`src/lc3s_pkg.sv`:
```
// Shared types and constants for the LC-3 subset instruction stepper.
`timescale 1ns / 1ps

package lc3s_pkg;

   localparam int NUM_REGS      = 8;
   localparam int REG_IDX_W     = $clog2(NUM_REGS);
   localparam int QUEUE_DEPTH   = 2;
   localparam int QUEUE_PTR_W   = $clog2(QUEUE_DEPTH);
   localparam int QUEUE_CNT_W   = $clog2(QUEUE_DEPTH + 1);

   localparam logic [REG_IDX_W-1:0] TRAP_LINK_REG = REG_IDX_W'(7);

   // Standard LC-3 opcodes of the supported subset
   localparam logic [3:0] OP_BR   = 4'h0;
   localparam logic [3:0] OP_ADD  = 4'h1;
   localparam logic [3:0] OP_LD   = 4'h2;
   localparam logic [3:0] OP_ST   = 4'h3;
   localparam logic [3:0] OP_AND  = 4'h5;
   localparam logic [3:0] OP_NOT  = 4'h9;
   localparam logic [3:0] OP_JMP  = 4'hC;
   localparam logic [3:0] OP_TRAP = 4'hF;

   typedef enum logic {
      KIND_WRITE,
      KIND_STEP
   } kind_type;

   typedef struct packed {
      kind_type    kind;
      logic [15:0] address;
      logic [15:0] data;
   } item_type;

   typedef struct packed {
      logic     valid;
      item_type item;
   } head_type;

   typedef struct packed {
      logic [15:0]          next_pc;
      logic [15:0]          instruction_word;
      logic                 reg_written;
      logic [REG_IDX_W-1:0] reg_index;
      logic [15:0]          reg_value;
      logic                 mem_written;
      logic [15:0]          mem_address;
      logic [15:0]          mem_value;
      logic [2:0]           cond_flags;
   } result_type;

endpackage

```
`src/lc3s_front.sv`:
```
// Front end: accepts requests, classifies them and queues them for the core.
`timescale 1ns / 1ps

module lc3s_front (
   input  logic               clock,
   input  logic               reset,
   input  logic               req_valid,
   output logic               req_stall,
   input  logic               req_command,
   input  logic [15:0]        req_load_address,
   input  logic [15:0]        req_load_data,
   output lc3s_pkg::head_type head,
   input  logic               pop
);
   import lc3s_pkg::*;

   item_type               entry_ff [QUEUE_DEPTH];
   logic [QUEUE_PTR_W-1:0] wr_ptr_ff, wr_ptr_in;
   logic [QUEUE_PTR_W-1:0] rd_ptr_ff, rd_ptr_in;
   logic [QUEUE_CNT_W-1:0] count_ff, count_in;
   item_type               item_in;
   logic                   push;
   logic                   pull;

   assign req_stall = (count_ff == QUEUE_CNT_W'(QUEUE_DEPTH));
   assign push      = req_valid && !req_stall;
   assign pull      = pop && (count_ff != '0);

   always_comb begin
      item_in.kind    = req_command ? KIND_STEP : KIND_WRITE;
      item_in.address = req_load_address;
      item_in.data    = req_load_data;
   end

   always_comb begin
      wr_ptr_in = wr_ptr_ff;
      rd_ptr_in = rd_ptr_ff;
      count_in  = count_ff;
      if (push) begin
         wr_ptr_in = (wr_ptr_ff == QUEUE_PTR_W'(QUEUE_DEPTH - 1)) ? '0 : wr_ptr_ff + 1'b1;
      end
      if (pull) begin
         rd_ptr_in = (rd_ptr_ff == QUEUE_PTR_W'(QUEUE_DEPTH - 1)) ? '0 : rd_ptr_ff + 1'b1;
      end
      if (push && !pull) begin
         count_in = count_ff + 1'b1;
      end else if (pull && !push) begin
         count_in = count_ff - 1'b1;
      end
   end

   always_ff @(posedge clock) begin
      if (reset) begin
         wr_ptr_ff <= '0;
         rd_ptr_ff <= '0;
         count_ff  <= '0;
      end else begin
         wr_ptr_ff <= wr_ptr_in;
         rd_ptr_ff <= rd_ptr_in;
         count_ff  <= count_in;
      end
   end

   always_ff @(posedge clock) begin
      if (push) begin
         entry_ff[wr_ptr_ff] <= item_in;
      end
   end

   assign head.valid = (count_ff != '0);
   assign head.item  = entry_ff[rd_ptr_ff];

endmodule

```
`config.mk`:
```
export PLATFORM = sky130hd
export DESIGN_NAME = lc3s_front
export DESIGN_NICKNAME = d
export VERILOG_FILES = /design/src/lc3s_pkg.sv /design/src/lc3s_front.sv
export SDC_FILE = /design/constraint.sdc
export NUM_CORES = 1
export LEC_CHECK = 0
export BUFFER_PORTS_ARGS = -buffer_cell sky130_fd_sc_hd__buf_2
export CAP_MARGIN = 20
export CORE_ASPECT_RATIO = 0.7
export CORE_MARGIN = 2
export CORE_UTILIZATION = 40
export CTS_BUF_LIST = sky130_fd_sc_hd__clkbuf_4
export CTS_CLUSTER_DIAMETER = 60
export DETAILED_ROUTE_END_ITERATION = 7
export GPL_ROUTABILITY_DRIVEN = 0
export SYNTH_ARGS = -nofsm -noshare
export SYNTH_HDL_FRONTEND = slang
export SYNTH_SLANG_ARGS = --single-unit
```
`constraint.sdc`:
```
create_clock -name clock -period 3.7 [get_ports clock]
set_clock_uncertainty 0.1 [all_clocks]
set_input_delay 0.37 -clock clock [delete_from_list [all_inputs] [get_ports clock]]
set_output_delay 0.37 -clock clock [all_outputs]
set_load 0.05 [all_outputs]
```
After elaboration in Yosys (flattened, before gate mapping)
Memories as Yosys holds them, arrays and structs flattened. A register that Yosys moved wholly into a read port is not among the register bits.
Index checks and enable logic that the tools add are counted.
{"block": "totals", "regBits": 4, "latch_bits": 0, "ram_bits": 66, "rom_bits": 0, "output_inout_bits": 35, "mem_count": 1}
{"memory": "entry_ff", "depth": 2, "word_bits": 33, "rd": 1, "rd_clocked_by_memory_dff": 1, "write_ports": 1, "line_no": "lc3s_front.sv:17", "rtl": "item_type entry_ff [QUEUE_DEPTH];"}
{"block": "op_classes", "addsub": 4, "mul": 0, "n_div": 0, "n_lt_le_gt_ge": 0, "n_eq_ne": 1, "n_shift": 0, "mux": 9, "bitwise_logic": 0, "n_reduce_logical": 9}
{"op": "2-to-1 mux 1 bit", "count": 7}
{"op": "logical AND 1 bit", "count": 4}
{"op": "2-to-1 mux 2 bit", "count": 2}
{"op": "nonzero test 2 bit", "count": 2}
{"op": "logical NOT 1 bit", "count": 3}
{"op": "adder 1 bit, second input constant", "count": 2}
{"op": "adder 2 x 1 -> 2 bit, second input constant", "count": 1}
{"op": "equality test 2 bit, second input constant", "count": 1}
{"op": "subtractor 2 x 1 -> 2 bit, second input constant", "count": 1}

Longest topological paths before layout
{"block": "depth", "word_depth": 7, "mapped_depth": 6, "mapped_depth_nobuf": 6}

Worst setup path after synthesis
OpenSTA, ideal clock, no wires.
{"block": "synth_timing", "path_type": "reg-to-reg", "start": "reg count_ff[1]", "end": "mem entry_ff[0][0] (netlist name), enable pin", "setup_time_ps": 388, "t_arrival_ps": 1578, "t_required_ps": 3212, "path_slack_ps": 1634, "path_stages_with_launch": 4, "period_less_slack_ps": 2066, "path_cell_list": "dfxtp_1 nor2b_2 or3_1 inv_1"}
{"block": "synth_via", "elab_chain_len": 5}
{"element": "start, declared", "line_no": "lc3s_front.sv:20", "rtl": "logic [QUEUE_CNT_W-1:0] count_ff, count_in;"}
{"element": "start signal, assigned", "line_no": "lc3s_front.sv:60", "rtl": "count_ff <= count_in;"}
{"element": "equality test 2 bit", "line_no": "lc3s_front.sv:25", "rtl": "assign req_stall = (count_ff == QUEUE_CNT_W'(QUEUE_DEPTH));"}
{"element": "via req_stall", "line_no": "lc3s_front.sv:8", "rtl": "output logic req_stall,"}
{"element": "logical NOT 1 bit", "line_no": "lc3s_front.sv:26", "rtl": "assign push = req_valid && !req_stall;"}
{"element": "logical AND 1 bit", "line_no": "lc3s_front.sv:26"}
{"element": "2-to-1 mux 1 bit", "line_no": "lc3s_front.sv:65", "rtl": "if (push) begin"}
{"element": "2-to-1 mux 1 bit (implied by the code)", "line_no": "lc3s_front.sv:66", "rtl": "entry_ff[wr_ptr_ff] <= item_in;"}
{"element": "end, declared", "line_no": "lc3s_front.sv:17"}
The timed path passes the listed nets, and every way through them passes these cells.

==> results.md <==
* Status: finished, final reports clean
* Clock sink count at 71
* Initial antenna violation count at 0
* Gr usage total at 13.20%
* Worst skew pair latency at 0.38 ns
* Startpoint types: register
* Vias in the first global route at 1419
* Peak supply drop at 0.0004249 V
* GR Layer Usage met1 at 15.05%
* Global-route wire length before repair at 6824 microns
* Setup Fix Bufs, Post-CTS at 0
* Fmax at 403.2 MHz
* Post-cts resize count at 0
* Clock Tree Root: clkbuf_4
* Final TNS setup at 0 ns
* Max Buffers Root-to-Sink at 2
* Met2 Track Usage GR at 21.25%
* Relative slew slack at 42.84%
* Mapped cell area at 2594 sq um
* Cts hold-fix bufs at 0
* Setup Viol. Count Final at 0
* Critical Path RT at 3.23 ns
* FP Rows at 24
* ANT nets after route at 0
* Final Cycle Share at 67.04%
* Synth Net Count at 166
* DR iter-0 viols at 64
* Starting Density at 41.53%
* ANT cells at 0
* Leakage at 0.001220 uW
* Hold_ws at 0.06276 ns
* CORE AREA at 6246 sq um
* Fraction of layout cells with a size suffix above 1 at 57.75%
* Power Density at 785.2 nW/um^2
* CTS tree: yes
* Area of the die at 7154 sq um
* Worst hold path type: in2reg
* Crit path kind: reg2out
* Final Hold Fails at 0
* Fin nets at 247
* # port buffers at 71
* DR pass1 iterations at 4
* CTS Buf Count at 9
* Area Overhead vs Synth at 23.30%
* Largest net degree at the start of global routing at 24
* Cells after synthesis at 128
* Unique masters post-synth at 14
* Wire length per cell at 15.32 microns
* Routed WL at 4457 microns
* Ports at 72
* Global route overflow at 0
* Worst Tran Pin Value at 0.8564 ns
* Worst setup EP type: primary output
* M3 GR Usage at 6.634%
* Seq/Total Area, Yosys at 80.27%
* Chip width at 100.2 microns
* Syn_area_per_cell at 20.26 sq um
* Crit path max fanout at 23
* Unrepaired setup endpoints after global routing: no
* Crit path DAT at 2.01 ns
* Seq cells post-synth at 71
* DIE HEIGHT at 71.37 microns
* Max-cap violations at 0
* Clock Pin Slew Worst Setup and Hold Paths at 0.10 ns
* Busiest grt layer: met2
* Vias/cell at 4.687
* HPWL after DPL at 3146 microns
* Yosys warnings at 0
* Period minus WS final at 2.480 ns
* Via count at 1364
* H-tree Lvls at 3
* Final slew viol count at 0
* Final core occ at 51.20%
* # DRC at 0
-- critical path, stage by stage (launching register included) --
cell     delay (ns)
dfxtp_1        0.62
buf_4          0.39
mux2_2         0.39
buf_2          0.21
-- through the flow --
| step | std cells | area, sq um | total power (uW) | setup slack, ns |
|---|---|---|---|---|
| final | 291 | 3198 | 2511 | 1.220 |
| after global routing | 291 | 3198 | 2624 | 1.060 |
| after CTS | 291 | 3198 | 2546 | 1.122 |
| after detailed placement | 276 | 3049 | 2032 | 1.384 |
| after global placement | 276 | 3049 | 2003 | 1.473 |
| after floorplan | 128 | 2594 | 1820 | 1.634 |
-- sequential cells by signal, summed over array words and instances, names as in the netlist, named ones only --
name / flops
rd_ptr_ff: 1
wr_ptr_ff: 1
count_ff: 2
entry_ff: 66
-- cells in the mapped netlist --
library cell	number	area (sq um)
inv_1	2	7.510
a21oi_1	2	10.01
nor2_1	4	15.01
o21ai_0	3	15.01
mux2_2	33	371.6
nor2b_2	1	8.760
xor2_1	3	26.28
or2_2	1	6.260
and2_1	1	6.260
edfxtp_1	66	1982
or3_1	2	12.51
buf_2	4	20.02
dfxtp_1	5	100.1
ha_1	1	12.51
-- cells by family after synthesis --
logic type | count (synthesis) | synth area share [%]
XOR/XNOR | 3 | 1.013
adder cells (fa/ha/maj) | 1 | 0.4823
AO/OA/AOI/OAI | 5 | 0.9646
flip-flops | 71 | 80.27
buffers and inverters | 6 | 1.061
AND/OR/NAND/NOR | 9 | 1.881
multiplexers | 33 | 14.33
-- area by class of cell --
cell class | instances | area (sq um)
fill | 523 | 3048
sequential | 71 | 2082
multi-input combinational | 51 | 484.2
timing repair buffer | 74 | 377.9
tap | 78 | 97.59
clock buffer | 10 | 75.07
clock inverter | 5 | 73.82
inverter | 2 | 7.507
-- worst paths after layout --
| kind | start | slack (ns) | endpoint | depth (start not counted) |
|---|---|---|---|---|
| setup / recovery | register | 1.22 | head[12] | 3 |
| hold / removal | req_load_address[9] | 0.06 | entry_ff[1][25]$_DFFE_PP_ | 1 |
| setup reg to reg | count_ff[0]$_SDFFE_PP0P_ | 1.43 | entry_ff[0][27]$_DFFE_PP_ | 4 |
| hold reg to reg | wr_ptr_ff$_SDFFE_PP0N_ | 0.40 | wr_ptr_ff$_SDFFE_PP0N_ | 2 |
-- metal layers --
metal	share of wire (%)	routed length, microns
met1	42	1879
met3	8.0	357
met4	1.8	80
met5	0	0
met2	48	2139
-- power breakdown --
| group | switching, uW | leakage, uW | internal [uW] |
|---|---|---|---|
| Sequential | 48.6 | 0.000658 | 1010 |
| Combinational | 679 | 0.000479 | 265 |
| Clock | 234 | 0.0000837 | 274 |
| Total | 961 | 0.00122 | 1550 |
-- cells in the final DEF, fill, tap and decap left out, drive strengths merged, types with 2 or more instances in the layout --
cell type,synthesis,final
dfxtp,5,5
o21ai,3,3
inv,2,2
edfxtp,66,66
nor2,4,4
bufinv,0,2
a21oi,2,2
buf,4,74
xor2,3,3
clkbuf,0,10
mux2,33,33
or3,2,2
clkinv,0,3
Note: power is estimated with default switching activity, not from simulation.
